**src/rtl/sfir_pkg.sv**
```systemverilog
`default_nettype none

package sfir_pkg;

    // filter shape
    localparam int TAPS        = 31;
    localparam int SAMPLE_BITS = 10;
    localparam int SUM_SHIFT   = 16;
    localparam int COEF_COUNT  = 31;
    localparam int COEF_BITS   = 8;

    // stream field widths
    localparam int IN_BITS      = 10;
    localparam int OUT_BITS     = 5;
    localparam int S_TDATA_BITS = ((IN_BITS + 7) / 8) * 8;
    localparam int M_TDATA_BITS = ((OUT_BITS + 7) / 8) * 8;

    // folded structure: pairs plus an unpaired middle tap for odd lengths
    localparam int NPAIR     = TAPS / 2;
    localparam int UNITS     = NPAIR + (TAPS % 2);
    localparam int GROUPS    = (UNITS + 3) / 4;
    localparam int PSUM_BITS = SAMPLE_BITS + 1;

    // datapath widths
    localparam int TSUM_BITS = COEF_BITS + $clog2(UNITS);
    localparam int ACC_MIN   = TSUM_BITS + PSUM_BITS + 1;
    localparam int ACC_BITS  = (ACC_MIN > SUM_SHIFT + OUT_BITS) ? ACC_MIN
                                                                : SUM_SHIFT + OUT_BITS;
    localparam int STEP_BITS = $clog2(PSUM_BITS + 1);

    localparam logic signed [COEF_BITS-1:0] COEF_TABLE [COEF_COUNT] = '{
        -8'sd1,   8'sd0,   8'sd3,   8'sd6,   8'sd6,   8'sd4,  -8'sd2, -8'sd10,
        -8'sd16, -8'sd17, -8'sd7,   8'sd13,  8'sd43,  8'sd76,  8'sd101, 8'sd111,
         8'sd101, 8'sd76,  8'sd43,  8'sd13, -8'sd7,  -8'sd17, -8'sd16, -8'sd10,
        -8'sd2,   8'sd4,   8'sd6,   8'sd6,   8'sd3,   8'sd0,  -8'sd1
    };

    // control from the sequencer to the tap line
    typedef struct packed {
        logic load;      // shift a new sample into the line
        logic advance;   // run one bit step of the pair adders
        logic low_bits;  // sample bits still coming out (else only carries)
    } t_tap_ctl;

    // control from the sequencer to the accumulator
    typedef struct packed {
        logic clear;
        logic tsum_en;
        logic acc_en;
    } t_acc_ctl;

    // sum of the coefficients of one group of four units picked by sel
    function automatic logic signed [TSUM_BITS-1:0] da_lut(input int grp,
                                                           input logic [3:0] sel);
        logic signed [TSUM_BITS-1:0] tot;
        int unit;
        tot = '0;
        for (int j = 0; j < 4; j++) begin
            unit = grp * 4 + j;
            if (sel[j] && unit < UNITS) begin
                if (unit < COEF_COUNT) begin
                    tot = tot + TSUM_BITS'(COEF_TABLE[unit]);
                end
            end
        end
        return tot;
    endfunction

endpackage

`default_nettype wire

```
**src/rtl/symmetric_fir_filter.sv**
```systemverilog
// channel   dir  signals                       contents
// s         in   i_s_tvalid o_s_tready i_s_tdata  sample [9:0]
// m         out  o_m_tvalid i_m_tready o_m_tdata  filtered [4:0] (signed)
//
// each sample is first shifted into the tap line, then the folded pair sums
// come out bit by bit, lsb first, and a last step finishes the sum
// the bit-serial pair adders and the shared accumulator do this work
// reset clears the tap line to zeros and drops any pending result
// a full output register holds the last step until the result is taken
// o_s_tready is high only while no sample is in work
`default_nettype none

module symmetric_fir_filter
    import sfir_pkg::*;
(
    input  wire logic                    i_clk,
    input  wire logic                    i_rst_n,
    input  wire logic                    i_s_tvalid,
    output logic                         o_s_tready,
    input  wire logic [S_TDATA_BITS-1:0] i_s_tdata,   // [9:0] sample
    output logic                         o_m_tvalid,
    input  wire logic                    i_m_tready,
    output logic      [M_TDATA_BITS-1:0] o_m_tdata    // [4:0] filtered
);

    typedef enum logic {ST_IDLE, ST_RUN} t_state;

    localparam logic [STEP_BITS-1:0] LAST_STEP = STEP_BITS'(PSUM_BITS);
    localparam logic [STEP_BITS-1:0] BIT_STEPS = STEP_BITS'(SAMPLE_BITS);

    t_state               r_state;
    logic [STEP_BITS-1:0] r_step;
    logic                 r_out_valid;
    logic [OUT_BITS-1:0]  r_out_data;

    logic                   w_accept;
    logic                   w_run;
    logic                   w_final;
    logic                   w_stall;
    logic [SAMPLE_BITS-1:0] w_sample;
    logic [UNITS-1:0]       w_bits;
    logic [OUT_BITS-1:0]    w_result;
    t_tap_ctl               w_tap_ctl;
    t_acc_ctl               w_acc_ctl;

    assign o_s_tready = (r_state == ST_IDLE);
    assign w_accept   = i_s_tvalid && o_s_tready;
    assign w_run      = (r_state == ST_RUN);
    assign w_final    = w_run && (r_step == LAST_STEP);
    assign w_stall    = w_final && r_out_valid && !i_m_tready;
    assign w_sample   = SAMPLE_BITS'(i_s_tdata[IN_BITS-1:0]);

    // step controls
    always_comb begin
        w_tap_ctl.load     = w_accept;
        w_tap_ctl.advance  = w_run && (r_step < LAST_STEP);
        w_tap_ctl.low_bits = (r_step < BIT_STEPS);
        w_acc_ctl.clear    = w_accept;
        w_acc_ctl.tsum_en  = w_run && (r_step < LAST_STEP);
        w_acc_ctl.acc_en   = w_run && (r_step != '0) && !w_stall;
    end

    sfir_tap_line u_tap_line (
        .i_clk    (i_clk),
        .i_rst_n  (i_rst_n),
        .i_ctl    (w_tap_ctl),
        .i_sample (w_sample),
        .o_bits   (w_bits)
    );

    sfir_da_acc u_da_acc (
        .i_clk    (i_clk),
        .i_ctl    (w_acc_ctl),
        .i_bits   (w_bits),
        .o_result (w_result)
    );

    // sequencer and output register
    always_ff @(posedge i_clk) begin
        if (!i_rst_n) begin
            r_state     <= ST_IDLE;
            r_step      <= '0;
            r_out_valid <= 1'b0;
        end else begin
            // a finished sum refills the register, else a taken result empties it
            if (w_final && !w_stall) begin
                r_out_valid <= 1'b1;
                r_out_data  <= w_result;
            end else if (r_out_valid && i_m_tready) begin
                r_out_valid <= 1'b0;
            end
            case (r_state)
                ST_IDLE: begin
                    if (w_accept) begin
                        r_state <= ST_RUN;
                        r_step  <= '0;
                    end
                end
                ST_RUN: begin
                    if (w_final) begin
                        if (!w_stall) begin
                            r_state <= ST_IDLE;
                        end
                    end else begin
                        r_step <= r_step + 1'b1;
                    end
                end
                default: begin
                    r_state <= ST_IDLE;
                end
            endcase
        end
    end

    assign o_m_tvalid = r_out_valid;
    assign o_m_tdata  = M_TDATA_BITS'(r_out_data);

    // a request starts the bit steps from the first plane
    a_start: assert property (@(posedge i_clk) disable iff (!i_rst_n)
        w_accept |=> (r_state == ST_RUN) && (r_step == '0))
        else $error("bit steps did not start after a request");

    // the step counter never runs past the finishing step
    a_step_range: assert property (@(posedge i_clk) disable iff (!i_rst_n)
        w_run |-> (r_step <= LAST_STEP))
        else $error("step counter out of range");

    // a blocked finish keeps the work in progress
    a_stall_hold: assert property (@(posedge i_clk) disable iff (!i_rst_n)
        w_stall |=> w_run && (r_step == LAST_STEP))
        else $error("finish step left while output blocked");

    // an unblocked finish presents a result and frees the input
    a_finish: assert property (@(posedge i_clk) disable iff (!i_rst_n)
        (w_final && !w_stall) |=> o_m_tvalid && o_s_tready)
        else $error("finish step did not present a result");

endmodule

`default_nettype wire

```
**src/rtl/sfir_tap_line.sv**
```systemverilog
`default_nettype none

module sfir_tap_line
    import sfir_pkg::*;
(
    input  wire logic                   i_clk,
    input  wire logic                   i_rst_n,
    input  wire t_tap_ctl               i_ctl,
    input  wire logic [SAMPLE_BITS-1:0] i_sample,
    output logic      [UNITS-1:0]       o_bits
);

    logic [SAMPLE_BITS-1:0] r_taps [TAPS];
    logic [NPAIR-1:0]       r_carry;
    logic [NPAIR-1:0]       n_carry;

    // bit-serial pair adders, lsb first out of the rotating taps
    always_comb begin
        logic a;
        logic b;
        logic c;
        o_bits  = '0;
        n_carry = '0;
        for (int i = 0; i < NPAIR; i++) begin
            a          = i_ctl.low_bits & r_taps[i][0];
            b          = i_ctl.low_bits & r_taps[TAPS-1-i][0];
            c          = r_carry[i];
            o_bits[i]  = a ^ b ^ c;
            n_carry[i] = (a & b) | (a & c) | (b & c);
        end
        if (UNITS > NPAIR) begin
            o_bits[UNITS-1] = i_ctl.low_bits & r_taps[UNITS-1][0];
        end
    end

    // sample line: shift on load, rotate one bit per step while sample bits remain
    always_ff @(posedge i_clk) begin
        if (!i_rst_n) begin
            for (int i = 0; i < TAPS; i++) begin
                r_taps[i] <= '0;
            end
            r_carry <= '0;
        end else if (i_ctl.load) begin
            r_taps[0] <= i_sample;
            for (int i = 1; i < TAPS; i++) begin
                r_taps[i] <= r_taps[i-1];
            end
            r_carry <= '0;
        end else if (i_ctl.advance) begin
            r_carry <= n_carry;
            if (i_ctl.low_bits) begin
                for (int i = 0; i < TAPS; i++) begin
                    r_taps[i] <= {r_taps[i][0], r_taps[i][SAMPLE_BITS-1:1]};
                end
            end
        end
    end

endmodule

`default_nettype wire

```
**src/rtl/sfir_da_acc.sv**
```systemverilog
`default_nettype none

module sfir_da_acc
    import sfir_pkg::*;
(
    input  wire logic                i_clk,
    input  wire t_acc_ctl            i_ctl,
    input  wire logic [UNITS-1:0]    i_bits,
    output logic      [OUT_BITS-1:0] o_result
);

    logic        [GROUPS*4-1:0]  w_bits;
    logic signed [TSUM_BITS-1:0] w_tsum;
    logic signed [TSUM_BITS-1:0] r_tsum;
    logic signed [ACC_BITS-1:0]  r_acc;
    logic signed [ACC_BITS-1:0]  w_text;
    logic signed [ACC_BITS-1:0]  w_sum;
    logic signed [ACC_BITS-1:0]  n_acc;

    assign w_bits = (GROUPS*4)'(i_bits);

    // coefficient sum for one bit plane, four units per table
    always_comb begin
        w_tsum = '0;
        for (int g = 0; g < GROUPS; g++) begin
            w_tsum = w_tsum + da_lut(g, w_bits[g*4 +: 4]);
        end
    end

    // lsb-first shift-accumulate, weight of the newest plane at the top
    assign w_text = {{(ACC_BITS-TSUM_BITS){r_tsum[TSUM_BITS-1]}}, r_tsum};
    assign w_sum  = r_acc + (w_text <<< PSUM_BITS);
    assign n_acc  = w_sum >>> 1;

    assign o_result = n_acc[SUM_SHIFT +: OUT_BITS];

    always_ff @(posedge i_clk) begin
        if (i_ctl.tsum_en) begin
            r_tsum <= w_tsum;
        end
        if (i_ctl.clear) begin
            r_acc <= '0;
        end else if (i_ctl.acc_en) begin
            r_acc <= n_acc;
        end
    end

endmodule

`default_nettype wire
```
**config.mk**
```make
export PLATFORM = sky130hd
export DESIGN_NAME = symmetric_fir_filter
export DESIGN_NICKNAME = d
export VERILOG_FILES = /design/src/rtl/sfir_pkg.sv /design/src/rtl/symmetric_fir_filter.sv /design/src/rtl/sfir_tap_line.sv /design/src/rtl/sfir_da_acc.sv
export SDC_FILE = /design/constraint.sdc
export NUM_CORES = 1
export LEC_CHECK = 0
export ABC_AREA = 1
export BUFFER_PORTS_ARGS = -buffer_cell sky130_fd_sc_hd__buf_2
export CAP_MARGIN = 20
export CORE_AREA = 2 2 182 184
export CTS_CLUSTER_DIAMETER = 60
export DETAILED_ROUTE_END_ITERATION = 7
export DIE_AREA = 0 0 184 186
export PLACE_DENSITY = 0.68
export SYNTH_ARGS = -nofsm -noshare
export SYNTH_HDL_FRONTEND = slang
export SYNTH_SLANG_ARGS = --single-unit
```
**constraint.sdc**
```tcl
create_clock -name i_clk -period 8.21 [get_ports i_clk]
set_clock_uncertainty 0.05 [all_clocks]
set_input_delay 1.2315 -clock i_clk [delete_from_list [all_inputs] [get_ports i_clk]]
set_output_delay 1.2315 -clock i_clk [all_outputs]
set_load 0.005 [all_outputs]
```
=== Yosys cells after proc, flatten, opt, wreduce, memory -nomap -nowiden ===
Memory sizes are Yosys's and may differ from the RTL's.
Index checks and enable logic that the tools add are counted.

* Input bits: 20
* Logic and storage cells: 337
* Bits in writable memories: 310
* Memories kept: 1
* Register bits: 61
* Output and inout port bits: 10

{| class="wikitable"
|+ Memories
! name !! words !! width !! rd ports !! clocked after Yosys merged registers in !! wr ports !! RTL line !! text
|-
| u_tap_line.r_taps || 31 || 10 || 31 || 0 || 31 || sfir_tap_line.sv:13 || <nowiki>logic [SAMPLE_BITS-1:0] r_taps [TAPS];</nowiki>
|}

* Equal/unequal tests: 3
* Reductions and logical operators: 16
* Add/sub/neg operators: 16
* Bitwise gates (word level): 198
* Order comparisons: 2
* Mux-type cells: 94

{| class="wikitable"
|+ Operators with widths
! kind !! number
|-
| 10-bit two-way mux || 62
|-
| 12-bit two-way mux || 13
|-
| 1-bit bitwise OR || 92
|-
| 1-bit AND || 76
|-
| 12-bit adder || 3
|-
| 1-bit XOR || 28
|-
| 12-bit by 4-bit adder with 12-bit output (second input constant) || 2
|-
| 12-bit by 5-bit adder with 12-bit output (second input constant) || 2
|-
| 12-bit by 8-bit adder with 12-bit output (second input constant) || 2
|-
| 23-bit by 23-bit adder with 24-bit output || 1
|-
| 1-bit two-way mux || 13
|-
| 12-bit by 2-bit adder with 12-bit output (second input constant) || 1
|-
| 12-bit by 3-bit adder with 12-bit output (second input constant) || 1
|-
| 12-bit by 6-bit adder with 12-bit output (second input constant) || 1
|-
| 1-bit logical AND || 9
|-
| 6-bit by 7-bit adder with 8-bit output (second input constant) || 1
|-
| 4-bit < comparator (second input constant) || 2
|-
| 4-bit two-way mux || 2
|-
| 4-bit one-hot mux with 2 select lines || 1
|-
| 6-bit two-way mux || 1
|-
| 3-bit by 3-bit adder with 4-bit output (second input constant) || 1
|-
| 4-bit by 1-bit adder with 4-bit output (second input constant) || 1
|-
| 4-bit equality test (second input constant) || 1
|-
| 2-bit AND reduction || 2
|-
| other kinds (9) || 11
|}

=== Logic depth before layout (Yosys ltp) ===
Gate-level depths: netlist of the first run.

* Word-level depth: 14
* Gate-level depth with buffers: 30
* Mapped depth without buffers: 28

=== Hierarchy ===
A second synthesis of the first run with hierarchy kept.

* Cell total of the unflattened synthesis: 2064
* Area, all modules: 18870.6 um^2

{| class="wikitable"
|+ By module, submodules not included
! module !! cells an instance !! area an instance (um^2) !! times used !! seq. area each (um^2)
|-
| sfir_tap_line || 1528 || 15059.4 || 1 || 9609.2
|-
| sfir_da_acc || 478 || 3283.1 || 1 || 600.6
|-
| symmetric_fir_filter || 58 || 528.0 || 1 || 270.3
|}

=== Worst setup path after synthesis of the first run ===
OpenSTA, ideal clock, no wires.

* Kind: in2reg
* From: in i_s_tvalid
* To: mem u_tap_line.r_taps[0][0] (enable)
* Cell stages on the path: 3
* Path slack: 1.727 ns
* Arrival time: 4.799 ns
* Data required time: 6.525 ns
* Library setup time: 1.635 ns
* Path buffers: 1
* Cell sequence: nand2_1 -> buf_2 -> nand3_1

{| class="wikitable"
|+ RTL lines
! what !! RTL line !! text
|-
| start, declared || symmetric_fir_filter.sv:18 || <nowiki>input wire logic i_s_tvalid,</nowiki>
|-
| end, declared || sfir_tap_line.sv:13 ||
|}

=== Final worst setup path of the first run ===
* From: reg r_step[2]
* To: reg u_da_acc.r_tsum[8] (data pin)

* Longest elaborated chain between the ends: 14
* Elaborated cells between the ends (all ways): 87
* Those cells by class: add/sub: 14; order compare: 1; mux: 15; bitwise: 57

{| class="wikitable"
|+ RTL lines
! what !! RTL line !! text
|-
| start, declared || symmetric_fir_filter.sv:32 || <nowiki>logic [STEP_BITS-1:0] r_step;</nowiki>
|-
| start signal, assigned || symmetric_fir_filter.sv:105 || <nowiki>r_step <= r_step + 1'b1;</nowiki>
|-
| 4-bit < comparator * || symmetric_fir_filter.sv:57 || <nowiki>w_tap_ctl.low_bits = (r_step < BIT_STEPS);</nowiki>
|-
| 1-bit AND, on equally long branches || sfir_tap_line.sv:25, sfir_tap_line.sv:26 ||
|-
| 1-bit XOR (2 in a row) || sfir_tap_line.sv:28 || <nowiki>o_bits[i] = a ^ b ^ c;</nowiki>
|-
| 3-bit two-way mux || sfir_pkg.sv:60 || <nowiki>if (sel[j] && unit < UNITS) begin</nowiki>
|-
| 3-bit by 3-bit adder with 4-bit output || sfir_pkg.sv:62 || <nowiki>tot = tot + TSUM_BITS'(COEF_TABLE[unit]);</nowiki>
|-
| 12-bit two-way mux || sfir_pkg.sv:60 ||
|-
| 12-bit by 2-bit adder with 12-bit output || sfir_pkg.sv:62 ||
|-
| 12-bit two-way mux || sfir_pkg.sv:60 ||
|-
| 12-bit by 5-bit adder with 12-bit output || sfir_pkg.sv:62 ||
|-
| 12-bit two-way mux || sfir_pkg.sv:60 ||
|-
| 12-bit adder (2 in a row) || sfir_da_acc.sv:26 || <nowiki>w_tsum = w_tsum + da_lut(g, w_bits[g*4 +: 4]);</nowiki>
|-
| 12-bit adder * || sfir_da_acc.sv:26 ||
|-
| via u_da_acc.w_tsum[8] || sfir_da_acc.sv:13 || <nowiki>logic signed [TSUM_BITS-1:0] w_tsum;</nowiki>
|-
| end signal, assigned || sfir_da_acc.sv:39 || <nowiki>r_tsum <= w_tsum;</nowiki>
|-
| end, declared || sfir_da_acc.sv:14 || <nowiki>logic signed [TSUM_BITS-1:0] r_tsum;</nowiki>
|}

The timed path passes the listed nets; every way through them passes the cells marked *.
A chain may end at the register's enable or synchronous reset.

==> flow_summary.ini, run 1 <==
[placed_design]
dp.cells = 2016
place_hpwl_mm = 20.3
gp_congestion = 0.850
portBuffers = 20

[synth]
avgSynthCellArea_um2 = 10.5
synthesis.instances = 1659
async_flop_share_pct = 0
netlist_area_um2 = 17500
yosys.area.top_type_share_pct = 56.1
synth_edf_count = 327
ys_seq_area_share_pct = 59.8
ys.warnings.count = 0
synth_top_area_cell = edfxtp_1
ys_ff_latch = 359
ys_top_cells_by_count = inv_1 (425), edfxtp_1 (327), o22ai_1 (290), nand2_1 (187), nor2_1 (66)
synth-main-ff-cell = edfxtp_1
yosysMostFrequentCell = inv_1
synth_area_leaders = edfxtp_1 (56%), o22ai_1 (10%), inv_1 (9.1%), nand2_1 (4.0%), fa_1 (4.0%)
synth_cell_type_count = 35

[detailed_routing]
drt-vias-per-instance = 5.37
drt-total-wl_mm = 32.2
vias = 11200
antenna_left = 0
drt_iter0_drc = 805
wl_per_cell_um = 15.4
dr.pass1.iters = 5
drc = 0

[finish]
multi_input_area_um2 = 5070
layout.nets = 1748
final_cells = 2090
layout.filler_cells = 2666
insertedDiodeCount = 0
area_delta_synth_final_pct = 9.15
drive_gt1_share_pct = 5.83
seq_area_um2 = 10500

[global_route]
grt_max_degree = 217
top_usage_layer = met2
met1_usage_pct = 27.5
grt.met2_usage_pct = 31.6
grt_pass1_wl_mm = 53.7
grtUsageTotal_pct = 19.4
grt_antenna_before_repair = 0
overflow = 0
use_met3_pct = 3.09
grt_pass1_vias = 11000

[power]
vdd_drop_max_mv = 0.287
power_leakage_nw = 7.75
p_per_area_nw_per_um2 = 325

[clock_tree]
cts.hold.buffers_added = 0
cts_buffers = 40
htreeDepth = 2
clock_sinks = 359
clk_latency_ns = 0.53
post-cts-setup-buffers = 0
clockRootBuffer = clkbuf_16
clkTransAtPathRegs_ns = 0.06
cts_resized = 0
cts_tree = yes
clockBufferDepth = 3

[floorplanning]
die_h_um = 186
initial_core_util_pct = 54.3
die_area_um2 = 34200
fp.coreArea_um2 = 32200
ios = 30
num_rows = 66
die_w_um = 184

[sta]
rsz0062_at_grt = false
relSlewSlack_pct = 26.4
fin_crit_ns = 6.80
finalSetupTns_ns = 0
setup_viol = 0
slew_viol_final = 0
hold_viol = 0
timing.fmax_ghz = 0.147
fin_crit_sh_pct = 82.8
tightestPinTransition_ns = 1.10

[worst_hold_path]
hold_start = u_tap_line.r_carry[7]
hp-class = reg2reg

[worst_setup_path]
startpoint = r_step[2]
critical_path_class = reg2reg
required_ns = 8.43
cp_cell_sequence = inv_2 > a21oi_2 > inv_1 > nand2_1 > fa_1 > ha_1 > or2_2 > o21ai_0 > inv_1 > ha_1 > o21ai_0 > ha_1 > o21ai_0 > fa_1 > inv_1 > fa_1 > ha_1 > nand2_1 > o21ai_0 > nand2_1 > nand2_1 > nand2_1 > nand2_1 > xor2_1
end_kind = flip-flop
crit_arrival_ns = 7.02
crit_path_frequent_cell = nand2_1
reg2reg_from = r_step[2]
slowest_stage = a21oi_2
cp_slowest_stage_delay_ns = 0.51
cp_max_fo = 20
startpoint_type = flip-flop

[run]
drv_cap = 0

[status]
status = finished clean
## placed cells by master (no fill, tap or decap), types with 2 or more instances in the layout
cell / n
nor3_1: 4
o211ai_1: 2
o21ai_1: 2
ha_1: 42
xnor2_1: 7
nand3_4: 3
clkinv_2: 3
nand3_1: 33
o21bai_1: 2
buf_2: 20
o22ai_1: 290
clkinvlp_4: 3
buf_12: 2
nor2_1: 66
fa_1: 35
inv_2: 2
a211oi_1: 15
nand4_1: 7
clkinv_1: 13
conb_1: 3
edfxtp_1: 327
nand3b_1: 2
inv_6: 5
dfxtp_1: 32
clkbuf_16: 41
o21ai_0: 42
buf_4: 8
or2_2: 2
clkbuf_1: 5
a21oi_1: 24
bufinv_16: 2
nand2_1: 186
inv_1: 425
xor2_1: 16
## path summary, 6_finish.rpt
check,endpoint,slack [ns],cells after the start
max,u_da_acc.r_tsum[8],1.41,24
min,u_tap_line.r_carry[7],0.44,2
max reg2reg,u_da_acc.r_tsum[8],1.41,24
min reg2reg,u_tap_line.r_carry[7],0.44,2
## critical path, delay by kind of cell, from the launching register on
kind	cells	cell delay (ns)
AO/OA/AOI/OAI	5	1.79
XOR/XNOR	1	0.06
adder cells (fa/ha/maj)	7	2.54
buffers and inverters	4	0.76
flip-flops	1	0.46
AND/OR/NAND/NOR	7	0.86
## per-layer routing
layer	part of all wire [%]	vias up
li1	-	5647
met1	47	5374
met2	47	155
met3	3.6	37
met4	1.7	0
met5	0	-
## registers in the layout (all words and copies together), names as in the netlist
register / count
o_m_tvalid: 1
u_tap_line.r_carry: 14
u_da_acc.r_tsum: 12
r_step: 4
u_tap_line.r_taps: 310
r_out_data: 5
r_state: 1
u_da_acc.r_acc: 12
## per-stage QoR
step           worst slack [ns]  total power, mW  hold slack (ns)  area [um^2]  util, %
2_1_floorplan              1.73             4.09            0.409        17500        -
3_5_place_dp               1.44             4.54            0.432        17800     55.4
3_3_place_gp               1.58             4.46            0.428        17800     55.4
6_report                   1.41             6.21            0.441        19100     59.3
4_1_cts                    1.42             6.26            0.441        19100     59.3
5_1_grt                   0.905             6.66            0.456        19100     59.3
## cell type report
type,instances,area share [%]
clock inverter,27,1.08
tap,408,2.67
sequential,359,54.8
multi-input combinational,792,26.6
clock buffer,46,5.47
timing repair buffer,30,1.05
inverter,428,8.42
## where the power goes
group	switching, mW	internal (mW)	leakage, nW
Clock	0.723	0.983	0.602
Sequential	0.0735	2.35	3.88
Combinational	1.29	0.791	3.27
Total	2.08	4.13	7.75
## cells by family (layout without fill, tap and decap cells)
group / Yosys count / in the layout / synth area share, %
other: 1 / 3 / 0.0214
AND/OR/NAND/NOR: 307 / 307 / 7.13
flip-flops: 359 / 359 / 59.8
AO/OA/AOI/OAI: 382 / 382 / 13.4
buffers and inverters: 510 / 531 / 11.5
XOR/XNOR: 23 / 23 / 1.15
adder cells (fa/ha/maj): 77 / 77 / 7.01
Power figures use the tool's default switching activity.
==> run 2, diff against run 1 <==
ABC_AREA = 0   (was 1)
CORE_AREA = 2 2 178 180   (was 2 2 182 184)
DIE_AREA = 0 0 180 182   (was 0 0 184 186)
PLACE_DENSITY = 0.69   (was 0.68)
clock period = 6.45 ns   (was 8.21 ns; I/O delays follow)
==> run 2 against run 1 <==
Against the previous run:
- sequential share of layout area increased by 2.1 points
- clock power up 26%
- total power up 22%
==> flow_summary.ini, run 2 <==
[sta]
slew_viol_final = 0
hold_viol = 0
finalSetupTns_ns = 0
fin_crit_sh_pct = 90.0
rsz0062_at_grt = false
relSlewSlack_pct = 29.8
timing.fmax_ghz = 0.172
setup_viol = 0
fin_crit_ns = 5.81
tightestPinTransition_ns = 1.05

[power]
p_total_mw = 7.56
p_per_area_nw_per_um2 = 411
power_leakage_nw = 7.20
vdd_drop_max_mv = 0.202

[synth]
async_flop_share_pct = 0
yosys.area.top_type_share_pct = 58.6
synthesis.instances = 1189
ys_top_cells_by_count = edfxtp_1 (327), a22o_1 (311), nand2_1 (62), inv_1 (51), buf_2 (45)
ys_ff_latch = 359
ys_seq_area_share_pct = 62.4
synth-main-ff-cell = edfxtp_1
netlist_area_um2 = 16800
avgSynthCellArea_um2 = 14.1
synth_area_leaders = edfxtp_1 (59%), a22o_1 (16%), fa_1 (4.2%), dfxtp_1 (3.8%), ha_1 (3.1%)
synth_cell_type_count = 57
synth_edf_count = 327
synth_top_area_cell = edfxtp_1
ys.warnings.count = 0
yosysMostFrequentCell = edfxtp_1

[global_route]
grt_max_degree = 123
grtUsageTotal_pct = 18.6
grt_pass1_vias = 9658
grt_pass1_wl_mm = 50.1
overflow = 0
grt_antenna_before_repair = 2

[clock_tree]
clock_sinks = 359
clk_latency_ns = 0.53
clockRootBuffer = clkbuf_16
cts_resized = 0
cts_tree = yes
clkTransAtPathRegs_ns = 0.06
clockBufferDepth = 3
htreeDepth = 2
cts.hold.buffers_added = 0
cts_buffers = 39
post-cts-setup-buffers = 0

[worst_setup_path]
required_ns = 6.65
startpoint_type = flip-flop
reg2reg_from = r_step[2]
rr_worst_depth = 18
end_kind = flip-flop
crit_arrival_ns = 6.01
cp_max_fo = 16
critical_path_class = reg2reg
startpoint = r_step[2]

[worst_hold_path]
hold_start = u_da_acc.r_acc[14]
hold_depth = 2
hp-class = reg2reg

[detailed_routing]
dr.pass1.iters = 4
wl_per_cell_um = 19.2
antenna_left = 0
drt_iter0_drc = 816
vias = 9806
drt-total-wl_mm = 30.9
drt-vias-per-instance = 6.11
drc = 0

[floorplanning]
num_rows = 65
fp.coreArea_um2 = 31000
die_w_um = 180
initial_core_util_pct = 54.1
die_h_um = 182
ios = 30
die_area_um2 = 32800

[run]
drv_cap = 0

[finish]
insertedDiodeCount = 0
area_delta_synth_final_pct = 9.72
layout.nets = 1275
drive_gt1_share_pct = 8.22
top_register = u_tap_line.r_taps
layout.filler_cells = 2358
reg_top3 = u_tap_line.r_taps: 310 flops, u_tap_line.r_carry: 14 flops
largest_register_ffs = 310
final_common_cell = edfxtp_1
final_cell_mix = edfxtp_1 (327), a22o_1 (311), nand2_1 (60), inv_1 (51), ha_1 (42)
final_cells = 1606

[placed_design]
portBuffers = 20
gp_congestion = 0.804
place_hpwl_mm = 18.9
dp.cells = 1538

[status]
status = finished clean
[run 2: per-layer routing]
| metal | routed length [um] | track usage (%) | part of all wire (%) | vias up |
|---|---|---|---|---|
| li1 | - | - | - | 4629 |
| met1 | 14100 | 26.2 | 46 | 4979 |
| met2 | 15000 | 30.4 | 49 | 154 |
| met3 | 1190 | 3.29 | 3.9 | 44 |
| met4 | 516 | 4.65 | 1.7 | 0 |
| met5 | 0 | 0 | 0 | - |
[run 2: power by group]
part           internal, mW  switching [mW]  leakage [nW]  total, mW
logic                  1.01            1.22          2.72       2.23
registers              2.99           0.170          3.87       3.16
clock network          1.28           0.879         0.601       2.16
total                  5.29            2.27          7.20       7.56
[run 2: metrics by stage]
step                area, um^2  hold slack, ns  utilization (%)  setup slack, ns
CTS                      18400           0.413             59.3            0.616
detailed placement       17100           0.403             55.3            0.644
finish                   18400           0.411             59.4            0.644
floorplan                16800           0.380                -            0.747
global placement         17100           0.395             55.3            0.808
global route             18400           0.449             59.4            0.256
[run 2: path summary, 6_finish.rpt]
check                        endpoint  slack, ns
setup / recovery  u_da_acc.r_tsum[10]       0.64
hold / removal     u_da_acc.r_acc[14]       0.41
setup reg to reg  u_da_acc.r_tsum[10]       0.64
hold reg to reg    u_da_acc.r_acc[14]       0.41
[run 2: final cells by class]
class | count | area (um^2) | share of cell area, %
Inverter | 52 | 195 | 1.06
Timing Repair Buffer | 34 | 263 | 1.43
Tap cell | 402 | 503 | 2.73
Sequential cell | 359 | 10500 | 56.9
Clock inverter | 16 | 170 | 0.925
Clock buffer | 51 | 1060 | 5.78
Multi-Input combinational cell | 692 | 5740 | 31.2
[run 2: kinds of logic (layout without fill, tap and decap cells)]
family | after synthesis | in the layout | synth area share [%]
compound gates | 428 | 428 | 20.8
xor+xnor | 28 | 28 | 1.46
fa+ha+maj | 77 | 77 | 7.31
buf+inv | 140 | 153 | 3.63
flops | 359 | 359 | 62.4
mux | 5 | 5 | 0.306
other cells | 1 | 3 | 0.0224
simple gates | 151 | 151 | 4.13
[run 2: worst max-delay path, stage by stage, from the launching register on]
cell and delay (ns):
dfxtp_1 0.37, o21ai_2 0.45, nand2_1 0.14, fa_1 0.71
ha_1 0.47, nand3_1 0.12, or2_2 0.33, o21ai_0 0.19
o31a_1 0.18, o211ai_1 0.13, fa_1 0.53, fa_1 0.57
inv_1 0.06, fa_1 0.45, o21bai_1 0.16, a21oi_1 0.11
o21ai_0 0.26, o41ai_1 0.12, xnor2_1 0.13
==> run 3, diff against run 2 <==
CORE_AREA = 2 2 205 157   (was 2 2 178 180)
DIE_AREA = 0 0 207 159   (was 0 0 180 182)
PLACE_DENSITY = 0.68   (was 0.69)
==> run 3 against run 2 <==
Against the previous run:
- routed wire length about the same
- sequential power about the same
- clock power down 5%
==> flow_summary.ini, run 3 (same netlist as run 2, synthesis figures left out) <==
[floorplanning]
initial_core_util_pct = 54.4
num_rows = 56
die_area_um2 = 32900
fp.coreArea_um2 = 30800
die_h_um = 159
die_w_um = 207
ios = 30

[clock_tree]
cts_resized = 0
clk_latency_ns = 0.54
cts_buffers = 37
htreeDepth = 2
clockRootBuffer = clkbuf_16
cts_tree = yes
clockBufferDepth = 3
clkTransAtPathRegs_ns = 0.06
post-cts-setup-buffers = 0
clock_sinks = 359
cts.hold.buffers_added = 0

[finish]
largest_register_ffs = 310
final_area_um2 = 18300
layout.filler_cells = 2391
area_delta_synth_final_pct = 9.07
top_register = u_tap_line.r_taps
final_cells = 1609
multi_input_area_um2 = 5740
layout.nets = 1274
reg_top3 = u_tap_line.r_taps: 310 flops, u_tap_line.r_carry: 14 flops
final_common_cell = edfxtp_1
insertedDiodeCount = 0
fin_util_pct = 59.3
seq_area_um2 = 10500
final_cell_mix = edfxtp_1 (327), a22o_1 (311), nand2_1 (60), inv_1 (51), ha_1 (42)
drive_gt1_share_pct = 7.98

[global_route]
grt_pass1_wl_mm = 50.3
grtUsageTotal_pct = 18.6
grt_max_degree = 136
overflow = 0
grt_antenna_before_repair = 0
grt_pass1_vias = 9544

[detailed_routing]
drt_iter0_drc = 1007
dr.pass1.iters = 5
drc = 0
vias = 9753
wl_per_cell_um = 19.2
antenna_left = 0
drt-total-wl_mm = 30.9
drt-vias-per-instance = 6.06

[placed_design]
dp.cells = 1544
place_ws_ns = 0.667
place_hpwl_mm = 19.1
place_area_um2 = 17100
gp_congestion = 0.807
portBuffers = 20

[sta]
timing.fmax_ghz = 0.172
fin_crit_sh_pct = 90.2
setup_viol = 0
tightestPinTransition_ns = 1.04
finalSetupTns_ns = 0
fin_crit_ns = 5.82
hold_viol = 0
whs_ns = 0.421
relSlewSlack_pct = 30.6
rsz0062_at_grt = false
timing.final.ws_setup_ns = 0.634
slew_viol_final = 0

[worst_hold_path]
min_to = u_da_acc.r_acc[14]
hold_start = u_da_acc.r_acc[14]
hold_depth = 2
hp-class = reg2reg

[power]
p_total_mw = 7.46
p_per_area_nw_per_um2 = 408
vdd_drop_max_mv = 0.263
power_leakage_nw = 7.15

[run]
drv_cap = 0

[status]
status = finished clean

[worst_setup_path]
r2r_end = u_da_acc.r_tsum[10]
end_kind = flip-flop
rr_worst_depth = 19
regToRegSetupSlack_ns = 0.63
required_ns = 6.66
cp_max_fo = 10
startpoint_type = flip-flop
critical_path_class = reg2reg
crit_arrival_ns = 6.02
reg2reg_from = r_step[2]
==> run 3: final cells by class <==
| class | count | share of cell area (%) |
|---|---|---|
| Tap cell | 406 | 2.78 |
| Clock inverter | 13 | 0.670 |
| Multi-Input combinational cell | 692 | 31.4 |
| Timing Repair Buffer | 35 | 1.23 |
| Sequential cell | 359 | 57.2 |
| Inverter | 52 | 1.07 |
| Clock buffer | 52 | 5.65 |
==> run 3: critical path, stage by stage, from the launching register on <==
cell	delay, ns
dfxtp_1	0.38
o21ai_2	0.44
buf_4	0.21
and2_1	0.15
fa_1	0.50
ha_1	0.42
nor2b_1	0.17
a21oi_1	0.08
o2bb2ai_1	0.31
nand2_1	0.14
o311ai_0	0.39
a2bb2oi_1	0.17
fa_1	0.51
fa_1	0.55
inv_1	0.04
ha_1	0.36
nand2_1	0.10
o21ai_0	0.14
o41ai_1	0.32
xnor2_1	0.11
==> run 3: worst max path at each step <==
stage                          from                       to  slack (ns)  depth (start not counted)
after floorplan             i_rst_n  u_tap_line.r_taps[0][0]        0.75                          5
after global placement    r_step[2]      u_da_acc.r_tsum[10]        0.77                         17
after detailed placement  r_step[2]      u_da_acc.r_tsum[10]        0.67                         17
after CTS                 r_step[2]      u_da_acc.r_tsum[10]        0.64                         17
after global routing      r_step[3]      u_da_acc.r_tsum[10]        0.20                         19
final                     r_step[2]      u_da_acc.r_tsum[10]        0.63                         19
==> run 3: routing by layer <==
| metal | track usage, % | part of all wire, % | routed length [um] |
|---|---|---|---|
| met1 | 28.3 | 50 | 15300 |
| met2 | 27.5 | 45 | 13800 |
| met5 | 0 | 0 | 0 |
| met3 | 3.67 | 4.0 | 1220 |
| met4 | 5.23 | 1.8 | 571 |
==> run 3: power by group <==
part           internal (mW)  total (mW)  switching [mW]
Sequential              2.99        3.16           0.170
Combinational           1.00        2.23            1.23
Clock                   1.20        2.06           0.860
